<file path="src/design/sts_pkg.sv">
// Package for the scheduled thermostat sequencer: payload struct types.
`timescale 1ns / 1ps

package sts_pkg;

    // One input item: a process step or a mode change
    typedef struct packed {
        logic        kind;
        logic        set_auto;
        logic [31:0] now_us;
        logic        claim_granted;
        logic        request_accepted;
        logic        result_ready;
        logic [7:0]  read_byte;
        logic [2:0]  day_of_week;
        logic [4:0]  hour_of_day;
        logic [15:0] sensor_value;
    } in_item_t;

    // One result item: bus requests of this step and the heater drive
    typedef struct packed {
        logic [1:0] claim_target;
        logic [1:0] read_target;
        logic [7:0] read_page;
        logic [7:0] read_address;
        logic [1:0] release_target;
        logic       heater_on;
    } out_item_t;

endpackage

</file>
<file path="src/design/scheduled_thermostat_sequencer_unit.sv">
// Top level of the scheduled thermostat sequencer: phase sequencer, timers, hysteresis.
`timescale 1ns / 1ps

//  channel | ports                                   | direction
//  --------+-----------------------------------------+----------
//  input   | s_valid, s_ready, s_data (in_item_t)    | in
//  result  | m_valid, m_ready, m_data (out_item_t)   | out
//  config  | cfg_valid, cfg_ready, cfg_index, cfg_data | in
//
//  One item per cycle while the result is not stalled: input register, then the
//  phase logic with one 16x17 reciprocal multiply, then the result register.
//  Reset sets the phase, sequencer state, valid flags and config to reset values.
//  A stalled result holds in the result register; one more item waits in the
//  input register, after which s_ready follows m_ready.
//  Config writes are taken in every cycle.

module scheduled_thermostat_sequencer_unit (
    input  logic               aclk,
    input  logic               aresetn,
    input  logic               s_valid,
    output logic               s_ready,
    input  sts_pkg::in_item_t  s_data,
    output logic               m_valid,
    input  logic               m_ready,
    output sts_pkg::out_item_t m_data,
    input  logic               cfg_valid,
    output logic               cfg_ready,
    input  logic [2:0]         cfg_index,
    input  logic [31:0]        cfg_data
);
    import sts_pkg::*;

    // Phase codes
    localparam logic [3:0] PH_MODE     = 4'd0;
    localparam logic [3:0] PH_MODE_RES = 4'd1;
    localparam logic [3:0] PH_DT       = 4'd2;
    localparam logic [3:0] PH_DT_RES   = 4'd3;
    localparam logic [3:0] PH_TEMP     = 4'd4;
    localparam logic [3:0] PH_TEMP_RES = 4'd5;
    localparam logic [3:0] PH_MIN      = 4'd6;
    localparam logic [3:0] PH_MIN_RES  = 4'd7;
    localparam logic [3:0] PH_MAX      = 4'd8;
    localparam logic [3:0] PH_MAX_RES  = 4'd9;
    localparam logic [3:0] PH_IDLE     = 4'd10;

    // Claim / release and read target codes
    localparam logic [1:0] TGT_NONE = 2'd0;
    localparam logic [1:0] TGT_MEM  = 2'd1;
    localparam logic [1:0] TGT_CLK  = 2'd2;
    localparam logic [1:0] RD_NONE  = 2'd0;
    localparam logic [1:0] RD_MEM   = 2'd1;
    localparam logic [1:0] RD_DT    = 2'd2;
    localparam logic [1:0] RD_TEMP  = 2'd3;

    // Config register indexes
    localparam logic [2:0] REG_MODE_LOC   = 3'd0;
    localparam logic [2:0] REG_MAN_MIN    = 3'd1;
    localparam logic [2:0] REG_MAN_MAX    = 3'd2;
    localparam logic [2:0] REG_AUTO_MIN   = 3'd3;
    localparam logic [2:0] REG_AUTO_MAX   = 3'd4;
    localparam logic [2:0] REG_CLK_IVL    = 3'd5;
    localparam logic [2:0] REG_TEMP_IVL   = 3'd6;

    localparam logic [31:0] CLK_IVL_RESET  = 32'd60000000;
    localparam logic [31:0] TEMP_IVL_RESET = 32'd1000000;

    // temp / 100 as (temp * ceil(2^23 / 100)) >> 23, exact for 16-bit temp
    localparam int          DIV_SHIFT = 23;
    localparam logic [32:0] DIV_MUL   = 33'd83887;

    // Configuration registers
    logic [15:0] mode_loc_reg;
    logic [15:0] man_min_loc_reg;
    logic [15:0] man_max_loc_reg;
    logic [7:0]  auto_min_page_reg;
    logic [7:0]  auto_max_page_reg;
    logic [31:0] clk_ivl_reg;
    logic [31:0] temp_ivl_reg;

    // Sequencer state
    logic [3:0]  phase_reg,      phase_next;
    logic        auto_mode_reg,  auto_mode_next;
    logic [2:0]  day_reg,        day_next;
    logic [4:0]  hour_reg,       hour_next;
    logic [15:0] temp_reg,       temp_next;
    logic [7:0]  low_thr_reg,    low_thr_next;
    logic [7:0]  high_thr_reg,   high_thr_next;
    logic [31:0] last_clk_reg,   last_clk_next;
    logic [31:0] last_temp_reg,  last_temp_next;
    logic        heating_reg,    heating_next;

    // Pipeline registers
    logic      in_valid_reg;
    in_item_t  in_data_reg;
    logic      out_valid_reg;
    out_item_t out_data_reg;
    out_item_t out_data_next;
    out_item_t result;
    logic      advance;

    // Datapath helpers
    logic [7:0]  sched_addr;
    logic [15:0] loc;
    logic [31:0] clk_diff;
    logic [31:0] temp_diff;
    logic [32:0] temp_prod;
    logic [9:0]  temp_whole;

    assign cfg_ready = 1'b1;
    assign advance   = in_valid_reg && (!out_valid_reg || m_ready);
    assign s_ready   = !in_valid_reg || advance;
    assign m_valid   = out_valid_reg;
    assign m_data    = out_data_reg;

    // Configuration writes
    always_ff @(posedge aclk) begin
        if (!aresetn) begin
            mode_loc_reg      <= '0;
            man_min_loc_reg   <= '0;
            man_max_loc_reg   <= '0;
            auto_min_page_reg <= '0;
            auto_max_page_reg <= '0;
            clk_ivl_reg       <= CLK_IVL_RESET;
            temp_ivl_reg      <= TEMP_IVL_RESET;
        end else if (cfg_valid && cfg_ready) begin
            unique case (cfg_index)
                REG_MODE_LOC: mode_loc_reg      <= cfg_data[15:0];
                REG_MAN_MIN:  man_min_loc_reg   <= cfg_data[15:0];
                REG_MAN_MAX:  man_max_loc_reg   <= cfg_data[15:0];
                REG_AUTO_MIN: auto_min_page_reg <= cfg_data[7:0];
                REG_AUTO_MAX: auto_max_page_reg <= cfg_data[7:0];
                REG_CLK_IVL:  clk_ivl_reg       <= cfg_data;
                REG_TEMP_IVL: temp_ivl_reg      <= cfg_data;
                default: ;
            endcase
        end
    end

    // Schedule address 24*day+hour, low 8 bits; timer differences wrap
    assign sched_addr = {1'b0, day_reg, 4'b0000} + {2'b00, day_reg, 3'b000}
                      + {3'b000, hour_reg};
    assign clk_diff   = in_data_reg.now_us - last_clk_reg;
    assign temp_diff  = in_data_reg.now_us - last_temp_reg;

    // Phase step
    always_comb begin
        phase_next     = phase_reg;
        auto_mode_next = auto_mode_reg;
        day_next       = day_reg;
        hour_next      = hour_reg;
        temp_next      = temp_reg;
        low_thr_next   = low_thr_reg;
        high_thr_next  = high_thr_reg;
        last_clk_next  = last_clk_reg;
        last_temp_next = last_temp_reg;
        loc            = '0;
        result         = '0;

        if (in_data_reg.kind) begin
            auto_mode_next = in_data_reg.set_auto;
            phase_next     = PH_MIN;
        end else begin
            unique case (phase_reg)
                PH_MODE, PH_MIN, PH_MAX: begin
                    result.claim_target = TGT_MEM;
                    if (in_data_reg.claim_granted) begin
                        result.read_target = RD_MEM;
                        if (phase_reg == PH_MODE) begin
                            loc = mode_loc_reg;
                        end else if (auto_mode_reg) begin
                            loc = {(phase_reg == PH_MAX) ? auto_max_page_reg
                                                         : auto_min_page_reg,
                                   sched_addr};
                        end else begin
                            loc = (phase_reg == PH_MAX) ? man_max_loc_reg
                                                        : man_min_loc_reg;
                        end
                        if (in_data_reg.request_accepted) begin
                            phase_next = phase_reg + 4'd1;
                        end else begin
                            result.release_target = TGT_MEM;
                        end
                    end
                end
                PH_MODE_RES: begin
                    if (in_data_reg.result_ready) begin
                        auto_mode_next        = in_data_reg.read_byte != 8'd0;
                        result.release_target = TGT_MEM;
                        phase_next            = PH_DT;
                    end
                end
                PH_DT: begin
                    result.claim_target = TGT_CLK;
                    if (in_data_reg.claim_granted) begin
                        result.read_target = RD_DT;
                        if (in_data_reg.request_accepted) begin
                            phase_next = PH_DT_RES;
                        end else begin
                            result.release_target = TGT_CLK;
                        end
                    end
                end
                PH_DT_RES: begin
                    if (in_data_reg.result_ready) begin
                        day_next              = in_data_reg.day_of_week;
                        hour_next             = in_data_reg.hour_of_day;
                        result.release_target = TGT_CLK;
                        phase_next            = PH_TEMP;
                    end
                end
                PH_TEMP: begin
                    result.read_target = RD_TEMP;
                    if (in_data_reg.request_accepted) begin
                        phase_next = PH_TEMP_RES;
                    end
                end
                PH_TEMP_RES: begin
                    if (in_data_reg.result_ready) begin
                        temp_next  = in_data_reg.sensor_value;
                        phase_next = PH_MIN;
                    end
                end
                PH_MIN_RES: begin
                    if (in_data_reg.result_ready) begin
                        low_thr_next          = in_data_reg.read_byte;
                        result.release_target = TGT_MEM;
                        phase_next            = PH_MAX;
                    end
                end
                PH_MAX_RES: begin
                    if (in_data_reg.result_ready) begin
                        high_thr_next         = in_data_reg.read_byte;
                        result.release_target = TGT_MEM;
                        phase_next            = PH_IDLE;
                    end
                end
                default: begin
                    // idle, and any unused code: wait on the refresh timers
                    if (clk_diff > clk_ivl_reg) begin
                        phase_next     = PH_DT;
                        last_clk_next  = in_data_reg.now_us;
                        last_temp_next = in_data_reg.now_us;
                    end else if (temp_diff > temp_ivl_reg) begin
                        phase_next     = PH_TEMP;
                        last_temp_next = in_data_reg.now_us;
                    end
                end
            endcase
        end

        result.read_page    = loc[15:8];
        result.read_address = loc[7:0];
    end

    // Hysteresis on whole degrees, using this step's temperature and thresholds
    assign temp_prod  = {17'd0, temp_next} * DIV_MUL;
    assign temp_whole = temp_prod[DIV_SHIFT +: 10];

    always_comb begin
        heating_next = heating_reg;
        if (!in_data_reg.kind) begin
            priority if (heating_reg && temp_whole >= {2'b00, high_thr_next}) begin
                heating_next = 1'b0;
            end else if (temp_whole < {2'b00, low_thr_next}) begin
                heating_next = 1'b1;
            end else begin
                heating_next = heating_reg;
            end
        end
    end

    // Result word with the updated heater drive
    always_comb begin
        out_data_next           = result;
        out_data_next.heater_on = heating_next;
    end

    // Input register: takes a transfer while the stage is empty or draining
    always_ff @(posedge aclk) begin
        if (!aresetn) begin
            in_valid_reg <= 1'b0;
        end else if (s_valid && s_ready) begin
            in_valid_reg <= 1'b1;
        end else if (advance) begin
            in_valid_reg <= 1'b0;
        end
    end

    always_ff @(posedge aclk) begin
        if (s_valid && s_ready) begin
            in_data_reg <= s_data;
        end
    end

    // Result register
    always_ff @(posedge aclk) begin
        if (!aresetn) begin
            out_valid_reg <= 1'b0;
        end else if (advance) begin
            out_valid_reg <= 1'b1;
        end else if (m_ready) begin
            out_valid_reg <= 1'b0;
        end
    end

    always_ff @(posedge aclk) begin
        if (advance) begin
            out_data_reg <= out_data_next;
        end
    end

    // Sequencer state commits when an item moves into the result register
    always_ff @(posedge aclk) begin
        if (!aresetn) begin
            phase_reg     <= PH_MODE;
            auto_mode_reg <= 1'b0;
            day_reg       <= '0;
            hour_reg      <= '0;
            temp_reg      <= '0;
            low_thr_reg   <= '0;
            high_thr_reg  <= '0;
            last_clk_reg  <= '0;
            last_temp_reg <= '0;
            heating_reg   <= 1'b0;
        end else if (advance) begin
            phase_reg     <= phase_next;
            auto_mode_reg <= auto_mode_next;
            day_reg       <= day_next;
            hour_reg      <= hour_next;
            temp_reg      <= temp_next;
            low_thr_reg   <= low_thr_next;
            high_thr_reg  <= high_thr_next;
            last_clk_reg  <= last_clk_next;
            last_temp_reg <= last_temp_next;
            heating_reg   <= heating_next;
        end
    end

    // A mode change issues no claim, read or release
    a_mode_change_quiet: assert property (@(posedge aclk) disable iff (!aresetn)
        advance && in_data_reg.kind |=>
            m_data.claim_target == TGT_NONE && m_data.read_target == RD_NONE &&
            m_data.release_target == TGT_NONE)
        else $error("mode change produced a bus request");

    // Page and address only accompany a memory byte read
    a_loc_only_mem: assert property (@(posedge aclk) disable iff (!aresetn)
        m_valid && m_data.read_target != RD_MEM |->
            m_data.read_page == 8'd0 && m_data.read_address == 8'd0)
        else $error("read location without memory read");

    // Memory and date-time reads are only issued under a claim of the same device
    a_read_under_claim: assert property (@(posedge aclk) disable iff (!aresetn)
        m_valid && (m_data.read_target == RD_MEM || m_data.read_target == RD_DT) |->
            m_data.claim_target != TGT_NONE)
        else $error("read issued without a claim");

    // Heater output matches the committed heating state
    a_heater_state: assert property (@(posedge aclk) disable iff (!aresetn)
        advance |=> m_data.heater_on == heating_reg)
        else $error("heater output disagrees with state");

    // The sequencer never reaches an unused phase code
    a_phase_range: assert property (@(posedge aclk) disable iff (!aresetn)
        advance |=> phase_reg <= PH_IDLE)
        else $error("phase left the sequence");

endmodule

</file>
<file path="config.mk">
export PLATFORM = sky130hd
export DESIGN_NAME = scheduled_thermostat_sequencer_unit
export DESIGN_NICKNAME = d
export VERILOG_FILES = /design/src/design/sts_pkg.sv /design/src/design/scheduled_thermostat_sequencer_unit.sv
export SDC_FILE = /design/constraint.sdc
export NUM_CORES = 1
export LEC_CHECK = 0
export BUFFER_PORTS_ARGS = -buffer_cell sky130_fd_sc_hd__buf_2
export CAP_MARGIN = 10
export CORE_MARGIN = 2
export CORE_UTILIZATION = 57
export DETAILED_ROUTE_END_ITERATION = 12
export MAX_ROUTING_LAYER = met4
export PLACE_DENSITY = 0.84
export SLEW_MARGIN = 10
export SYNTH_ARGS = -nofsm -noshare
export SYNTH_HDL_FRONTEND = slang
export SYNTH_SLANG_ARGS = --single-unit
</file>
<file path="constraint.sdc">
create_clock -name aclk -period 8.2 [get_ports aclk]
set_input_delay 0.82 -clock aclk [delete_from_list [all_inputs] [get_ports aclk]]
set_output_delay 0.82 -clock aclk [all_outputs]
set_load 0.05 [all_outputs]
</file>
### Word level (Yosys, flattened, before mapping)

Index checks and enable logic that the tools add are counted.

| storage, ports and cells | value |
|---|---|
| register bits after elaboration | 332 |
| bits in latches | 0 |
| bits in writable memories | 0 |
| ROM bits | 0 |
| input bits | 109 |
| output and inout bits | 26 |
| word-level logic and storage cells | 156 |
| memories kept | 0 |

| cells by class | value |
|---|---|
| add/sub/neg operators | 5 |
| $mul | 1 |
| div/mod/pow operators | 0 |
| order comparisons | 4 |
| equality and inequality tests | 25 |
| shifts and indexed selects | 0 |
| multiplexer cells | 50 |
| bitwise gates (word level) | 4 |
| reduce and logical (&&, ||, !) cells | 32 |

Operator list:

| operator | number |
|---|---|
| $mux 16 | 6 |
| $gt 32x32->1 | 2 |
| $mux 32 | 2 |
| $sub 32x32->32 | 2 |
| $mux 8 | 7 |
| $mux 4 | 13 |
| $mul 16x17->33 const B | 1 |
| $pmux 4 s8 | 1 |
| $ne 3x3->1 const B | 10 |
| $eq 4x3->1 const B | 4 |
| $mux 1 | 14 |
| $reduce_and 2->1 | 7 |
| $reduce_and 12->1 | 1 |
| $reduce_and 4->1 | 3 |
| $reduce_bool 11->1 | 1 |
| $ge 10x8->1 | 1 |
| $lt 10x8->1 | 1 |
| $reduce_bool 2->1 | 5 |
| $reduce_or 10->1 | 1 |
| $eq 3x3->1 const B | 3 |
| $reduce_or 3->1 | 3 |
| $add 7x6->8 | 1 |
| $add 8x5->8 | 1 |
| $eq 4x2->1 const B | 2 |
| 17 further kinds | 29 |

### Longest topological paths before layout

Gate-level depths: netlist (run 1).

| depth | value |
|---|---|
| depth in word-level cells | 8 |
| mapped depth | 38 |
| depth with buffers taken out | 38 |

### Worst setup path before layout (run 1)

OpenSTA, ideal clock, no wires.

| path | value |
|---|---|
| kind | flip-flop to flip-flop |
| start point | register in_data_reg[68] in the netlist's numbering |
| end point | register out_data_reg, in the netlist m_data[0] (data pin) |
| data arrival time | 8342 ps |
| data required time | 8048 ps |
| slack | -294 ps |
| cell stages (with the launch flop) | 36 |
| buffers on the path | 3 |
| period minus slack after synthesis | 8494 ps |
| path through | edfxtp_1 clkbuf_1 or3b_1 clkbuf_1 nor2_4 clkbuf_1 mux2i_1 inv_1 fa_1 inv_1 fa_1 fa_1 inv_1 fa_1 fa_1 inv_1 fa_1 inv_1 ha_1 a211oi_1 nor2_1 o21ai_0 a21oi_1 a2111oi_4 nor2b_1 a31oi_1 xnor2_1 ha_1 a21o_1 a21oi_1 nor2b_1 o21ai_0 nand2b_1 a2111oi_0 o311ai_1 o21ai_0 |

| on the way | value |
|---|---|
| longest elaborated chain between the ends | 6 |

RTL lines:

| element | RTL line | RTL |
|---|---|---|
| from (decl) | scheduled_thermostat_sequencer_unit.sv:94 | `in_item_t in_data_reg;` |
| from (signal assigned) | scheduled_thermostat_sequencer_unit.sv:291 | `in_data_reg <= s_data;` |
| $mux 16 (*) | scheduled_thermostat_sequencer_unit.sv:159 | `if (in_data_reg.kind) begin` |
| named net temp_next[5] | scheduled_thermostat_sequencer_unit.sv:85 | `logic [15:0] temp_reg, temp_next;` |
| $mul 16x17->33 (*) | scheduled_thermostat_sequencer_unit.sv:256 | `assign temp_prod = {17'd0, temp_next} * DIV_MUL;` |
| $lt 10x8->1 or $ge 10x8->1 (tied branches) | scheduled_thermostat_sequencer_unit.sv:264, scheduled_thermostat_sequencer_unit.sv:262 |  |
| $mux 1 or $logic_and 1x1->1 (tied branches) | scheduled_thermostat_sequencer_unit.sv:264, scheduled_thermostat_sequencer_unit.sv:262 |  |
| $mux 1 (*) | scheduled_thermostat_sequencer_unit.sv:262 | `priority if (heating_reg && temp_whole >= {2'b00, high_thr_next}) begin` |
| $mux 1 (*) | scheduled_thermostat_sequencer_unit.sv:261 | `if (!in_data_reg.kind) begin` |
| named net heating_next | scheduled_thermostat_sequencer_unit.sv:90 | `logic heating_reg, heating_next;` |
| to (signal assigned) | scheduled_thermostat_sequencer_unit.sv:308 | `out_data_reg <= out_data_next;` |
| to (decl) | scheduled_thermostat_sequencer_unit.sv:96 | `out_item_t out_data_reg;` |

The timed path passes the listed nets; every way through them passes the cells marked *.
A chain may end at the register's enable or synchronous reset.

### Worst setup path after layout (run 1)

| path | value |
|---|---|
| start point | register in_data_reg[68] in the netlist's numbering |
| end point | register heating_reg |

| on the way | value |
|---|---|
| longest elaborated chain between the ends | 6 |

RTL lines:

| element | RTL line | RTL |
|---|---|---|
| $mux 16 (*) | scheduled_thermostat_sequencer_unit.sv:159 |  |
| named net temp_next[4] | scheduled_thermostat_sequencer_unit.sv:85 |  |
| $mul 16x17->33 (*) | scheduled_thermostat_sequencer_unit.sv:256 |  |
| $lt 10x8->1 or $ge 10x8->1 (tied branches) | scheduled_thermostat_sequencer_unit.sv:264, scheduled_thermostat_sequencer_unit.sv:262 |  |
| $mux 1 or $logic_and 1x1->1 (tied branches) | scheduled_thermostat_sequencer_unit.sv:264, scheduled_thermostat_sequencer_unit.sv:262 |  |
| $mux 1 (*) | scheduled_thermostat_sequencer_unit.sv:262 |  |
| $mux 1 (*) | scheduled_thermostat_sequencer_unit.sv:261 |  |
| to (signal assigned) | scheduled_thermostat_sequencer_unit.sv:335 | `heating_reg <= heating_next;` |
| to (decl) | scheduled_thermostat_sequencer_unit.sv:90 |  |

Marks and branches as above.

==> reports/metrics.cfg, run 1 <==
[hold_path]
hold_depth = 1
worstHoldStart = s_data[4]
hold_end = in_data_reg[4]
hp-class = input port to flip-flop

[detailed_routing]
ant_nets = 0
drc = 0
drt_iter0_drc = 1163
totalWireLength_um = 55600
firstDrtPassIters = 5
via_count = 17983
viasPerCell = 5.62
wl_per_cell_um = 17.4

[clock_tree]
cts_tree = yes
path_clk_slew_ns = 0.07
cts-buffers-inserted = 38
clock_latency_ns = 0.57
cts.sinks = 332
clock_path_buffers = 3
htree_num_levels = 2
ctsHoldBuffers = 0
clockRootBuffer = clkbuf_16

[timing]
final.min_clock_period_ns = 8.19
relSlewSlack_pct = 16.5
min_period_over_period_pct = 99.9
setup_viol = 0
whs_ns = 0.425
rsz0062_at_grt = true
fmax_ghz = 0.122
skew_ns = 0.0175
slew_viol_final = 0
hold_viol = 0
finalSetupTns_ns = 0
tightest_slew_ns = 1.25

[floorplanning]
initial_core_util_pct = 57.7
num_io_pins = 135
die_w_um = 205
core_area_mm2 = 0.0397
die_area_mm2 = 0.0419
num_rows = 73
die_h_um = 205

[yosys]
seq_area_frac_synth_pct = 33.0
synth.distinct_cells = 83
syn-num-nets = 2973
synth_edf_count = 92
async_flop_share_pct = 0
ys.flop_type = dfxtp_1
ys_warn_count = 0
synth_area_mm2 = 0.0229
ys_seq_elements = 332
syn_area_per_cell_um2 = 9.25
synthCells = 2480

[setup_path]
crit_type = flip-flop to flip-flop
rr_endpoint = heating_reg
r2r_start = in_data_reg[68]
cp.arrival_ns = 8.66
worst-path-max-fanout = 4
r2r_slack_ns = 0.009
worst_path_most_repeated_cell = fa_1
worstPathRequired_ns = 8.67
crit_slowest_cell = fa_1
reg2regPathDepth = 33
crit_path_end_kind = flip-flop
startpoint_type = flip-flop
max_stage_delay_ns = 0.56

[power_and_ir_drop]
switching_share_pct = 31.4
total_leakage_power_nw = 11.5
clockPowerShare_pct = 36.0
ir_worst_vdd_mv = 0.175
powerDensity_mw_per_mm2 = 189
seqPwrFrac_pct = 36.3
p_switching_mw = 1.55
power_mw = 4.93
p_int_mw = 3.38
combPwrFrac_pct = 27.7

[layout]
final_cell_mix = 370 x nand2_1, 325 x inv_1, 283 x ha_1
n_fill_cell = 3159
layout_commonest_cell = nand2_1
synthToLayoutAreaGrowth_pct = 13.4
num-nets-final = 3135
regArea_mm2 = 0.00757
largest_reg_flops = 69
multi_input_area_mm2 = 0.0140
drive_above_1_share_pct = 13.0

[global_routing]
antenna_found_initial = 2
grt_pass1_vias = 18195
overflow = 0
grt_first_pass_wirelength_um = 90600
grt_usage_pct = 27.8
grt_max_degree = 174

[place]
dp_hpwl_um = 41800
gp_congestion = 0.997
numPortBuffers = 133

[job]
max-cap-violations = 0

[status]
status = completed

## worst max path at each step
stage                                from          end  slack, ns  depth (start not counted)
after floorplan           in_data_reg[68]    m_data[0]      0.009                         35
after global routing      in_data_reg[68]  heating_reg      -0.43                         34
after detailed placement  in_data_reg[68]    m_data[0]      -0.33                         34
final                     in_data_reg[68]  heating_reg      0.009                         33
after CTS                 in_data_reg[68]  heating_reg      -0.01                         33
after global placement    in_data_reg[68]    m_data[0]      -0.07                         36
## power groups by stage
stage          Sequential [mW]  Combinational [mW]  Clock, mW
2_1_floorplan             1.83               0.940          0
3_5_place_dp              1.82                1.33          0
6_report                  1.79                1.36       1.78
5_1_grt                   1.79                1.56       1.87
3_3_place_gp              1.82                1.28          0
4_1_cts                   1.79                1.35       1.81
## Yosys cell counts (9+ instances only)
master,n,area (um^2)
o211a_1,28,280
nor3_1,16,80.1
nand4_1,28,175
o211ai_1,24,180
nand2_1,370,1390
nor2_1,71,267
nor2b_1,74,463
ha_1,283,3540
and2_1,11,68.8
fa_1,101,2020
xnor2_1,41,359
edfxtp_1,92,2760
nand2b_1,20,125
dfxtp_1,240,4800
a31oi_1,10,62.6
and3_1,9,56.3
xor2_1,21,184
o21ai_0,96,480
a21o_1,45,338
a21oi_1,96,480
nand3_1,45,225
clkbuf_1,78,293
a211oi_1,11,82.6
a21boi_0,109,818
or3_1,9,56.3
o21a_1,25,188
mux2i_1,84,841
inv_1,331,1240
## area by class of cell
class	instances	share of cell area, %
Multi-Input combinational cell	1727	53.6
Sequential cell	332	29.1
Timing Repair Buffer	212	4.91
Inverter	331	4.78
Clock buffer	51	4.28
Tap cell	525	2.52
Clock inverter	19	0.769
Antenna cell	2	0.0192
## kinds of logic after synthesis
logic type,count (synthesis),share of synthesized area [%]
multiplexers,100,4.84
adder cells (fa/ha/maj),384,24.2
XOR/XNOR,62,2.37
buffers and inverters,421,6.94
other,1,0.0163
AND/OR/NAND/NOR,678,13.5
flip-flops,332,33.0
AO/OA/AOI/OAI,502,15.1
## routing by layer
layer / up-vias / part of all wire [%] / GRT usage (%)
li1: 8733 / - / -
met1: 8579 / 43 / 35.1
met2: 558 / 48 / 45.7
met3: 113 / 6.3 / 4.04
met4: 0 / 3.1 / 9.63
met5: - / 0 / -
## critical path: cells and delay by family, from the launching register on
| kind | cells | cell delay, ns |
|---|---|---|
| simple gates | 7 | 1.34 |
| mux | 1 | 0.36 |
| xor+xnor | 1 | 0.23 |
| flops | 1 | 0.38 |
| fa+ha+maj | 8 | 3.66 |
| buf+inv | 6 | 0.58 |
| compound gates | 10 | 1.57 |
## repair_timing
action,CTS,global route
buffers inserted,2,3
pin swaps,16,15
hold endpoints to repair,0,0
gates resized for setup,20,20
endpoints found under the setup margin,2,2
## per-stage QoR
stage                     setup slack (ns)  area [um^2]  std cells  utilization, %
after floorplan                    0.00931        23000       2480               -
after global placement             -0.0733        24500       3123            61.7
after detailed placement            -0.329        24500       3123            61.7
after CTS                          -0.0148        25900       3194            65.2
after global routing                -0.430        26000       3199            65.5
final                              0.00887        26000       3199            65.5
No activity file was read; power rests on OpenSTA's default activity.
==> inputs of run 2 (changes only) <==
--- a/config.mk
+++ b/config.mk
@@ -5,13 +5,13 @@
 export SDC_FILE = /design/constraint.sdc
 export NUM_CORES = 1
 export LEC_CHECK = 0
-export BUFFER_PORTS_ARGS = -buffer_cell sky130_fd_sc_hd__buf_2
 export CAP_MARGIN = 10
 export CORE_MARGIN = 2
 export CORE_UTILIZATION = 57
 export DETAILED_ROUTE_END_ITERATION = 12
+export DONT_BUFFER_PORTS = 1
 export MAX_ROUTING_LAYER = met4
-export PLACE_DENSITY = 0.84
+export PLACE_DENSITY = 0.81
 export SLEW_MARGIN = 10
 export SYNTH_ARGS = -nofsm -noshare
 export SYNTH_HDL_FRONTEND = slang
==> run 2 against run 1 <==
- global-route usage down 0.38 points
- die area stayed put
- clock skew increased by 0.0021 ns
- sequential power hardly changed
- routed wire length is 0.72% higher
- fmax is 0.38% lower
- critical path depth rose by 3
- the flow now finishes with violations (negative setup slack)
- cell count shrank 4.4%
- utilization shrank 1.2 points
- critical endpoint is now m_data[0]
- worst setup slack got worse by 0.031 ns
- design area fell by 1.8%
- sequential cell count stayed put
==> reports/metrics.cfg, run 2 (synthesis gave the netlist of run 1 again) <==
[layout]
layout_commonest_cell = nand2_1
num-nets-final = 2994  ; -4.5%
largest_reg_flops = 69  ; unchanged
final_cell_mix = 370 x nand2_1, 313 x inv_1, 267 x ha_1
synthToLayoutAreaGrowth_pct = 11.4
drive_above_1_share_pct = 9.64  ; -3.4 points

[setup_path]
worst_path_most_repeated_cell = a21oi_1
crit_type = flip-flop to flip-flop
path_delay_family = adder cells
cp.arrival_ns = 8.65  ; about the same
cp_num_buf_inv = 9  ; +3
worst-path-max-fanout = 6  ; +2
critPathLaunch = in_data_reg[68]
startpoint_type = flip-flop
crit_slowest_cell = fa_2
crit_path_end_kind = flip-flop
r2r_start = in_data_reg[68]
worstPathRequired_ns = 8.63  ; -0.04 ns
max_stage_delay_ns = 0.59  ; +0.03 ns

[timing]
rsz0062_at_grt = true
hold_viol = 0  ; unchanged
min_period_over_period_pct = 100  ; +0.38 points
tightest_slew_ns = 1.18  ; -0.0705 ns
setup_viol = 2  ; +2
finalSetupTns_ns = -0.0239  ; -0.0239 ns
final.min_clock_period_ns = 8.22  ; +0.0311 ns
fmax_ghz = 0.122  ; -0.38%
slew_viol_final = 0  ; unchanged
setup_ws_ns = -0.0223  ; -0.0311 ns
skew_ns = 0.0197  ; +0.00214 ns
relSlewSlack_pct = 21.3  ; +4.8 points

[detailed_routing]
drt_iter0_drc = 1210  ; +4.0%
viasPerCell = 5.69  ; +1.3%
via_count = 17412  ; -3.2%
drc = 0  ; unchanged
ant_nets = 0  ; unchanged
firstDrtPassIters = 7  ; +2
wl_per_cell_um = 18.3  ; +5.4%
totalWireLength_um = 56000  ; +0.72%

[floorplanning]
core_area_mm2 = 0.0397  ; unchanged
num_rows = 73  ; unchanged
die_h_um = 205  ; unchanged
initial_core_util_pct = 57.7  ; unchanged
die_w_um = 205  ; unchanged
die_area_mm2 = 0.0419  ; unchanged
num_io_pins = 135  ; unchanged

[power_and_ir_drop]
powerDensity_mw_per_mm2 = 191  ; +0.80%
ir_worst_vdd_mv = 0.174  ; -0.91%
total_leakage_power_nw = 10.9  ; -5.3%

[clock_tree]
cts.sinks = 332  ; unchanged
clockRootBuffer = clkbuf_16
cts-buffers-inserted = 39  ; +2.6%
ctsHoldBuffers = 0  ; unchanged
cts_tree = yes
path_clk_slew_ns = 0.06  ; about the same
clock_latency_ns = 0.58  ; about the same
htree_num_levels = 2  ; unchanged
clock_path_buffers = 3  ; unchanged

[global_routing]
busiest_layer = met2
antenna_found_initial = 1  ; -1
grt_max_degree = 275  ; +58%
grtUsageMet1_pct = 35.7  ; +0.56 points
grt_util_met3_pct = 4.60  ; +0.56 points
overflow = 0  ; unchanged
grt_pass1_vias = 17276  ; -5.1%
grt_usage_pct = 27.4  ; -0.38 points
met2_usage_pct = 43.4  ; -2.3 points
grt_first_pass_wirelength_um = 88700  ; -2.0%

[place]
numPortBuffers = 0  ; -100%
preCtsSetupSlack_ns = -0.233  ; +0.0962 ns
gp_congestion = 0.968  ; -3.0%
dp_hpwl_um = 40900  ; -2.3%

[hold_path]
worstHoldStart = s_data[54]
hp-class = input port to flip-flop

[job]
max-cap-violations = 0  ; unchanged

[status]
status = complete, but fails checks
violations = negative setup slack

==> run 2: routing by layer <==
layer  part of all wire (%)  vias up
li1                       -     8470
met1                     44     8283
met2                     46      544
met3                    6.4      115
met4                    3.3        0
met5                      0        -
==> run 2: repair_timing <==
action                     in CTS  in global routing
setup buffers                   3                 11
pin swaps                      10                 49
cloned                          0                  1
setup endpoints to repair       2                  2
gates resized for setup        20                 73
==> run 2: stage by stage <==
step                cells  util, %  area, um^2  total power, mW  hold slack, ns
global placement     2969     59.7       23700             3.04           0.445
floorplan            2480        -       23000             2.77           0.440
global route         3058     64.3       25500             5.17           0.315
detailed placement   2969     59.7       23700             3.08           0.455
finish               3058     64.3       25500             4.88           0.335
CTS                  3044     62.9       25000             4.77           0.307
==> run 2: power by group <==
part           switching [mW]  internal [mW]
Sequential             0.0675           1.75
Combinational           0.789          0.618
Clock                   0.718          0.938
Total                    1.57           3.30
==> run 2: path summary, 6_finish.rpt <==
kind                           to  slack (ns)  depth (start not counted)
setup reg to reg        m_data[0]       -0.02                         36
hold / removal    in_data_reg[54]        0.34                          0
setup / recovery        m_data[0]       -0.02                         36
hold reg to reg   mode_loc_reg[2]        0.46                          2
==> run 2: layout make-up <==
type                    count  area, um^2
diodes                      1        2.50
clock buffers              51        1080
clock inverters            21         133
fillers                  3166       14200
inverters                 331        1240
multi-input cells        1727       14300
flip-flops and latches    332        7570
well taps                 525         657
repair buffers             70         599
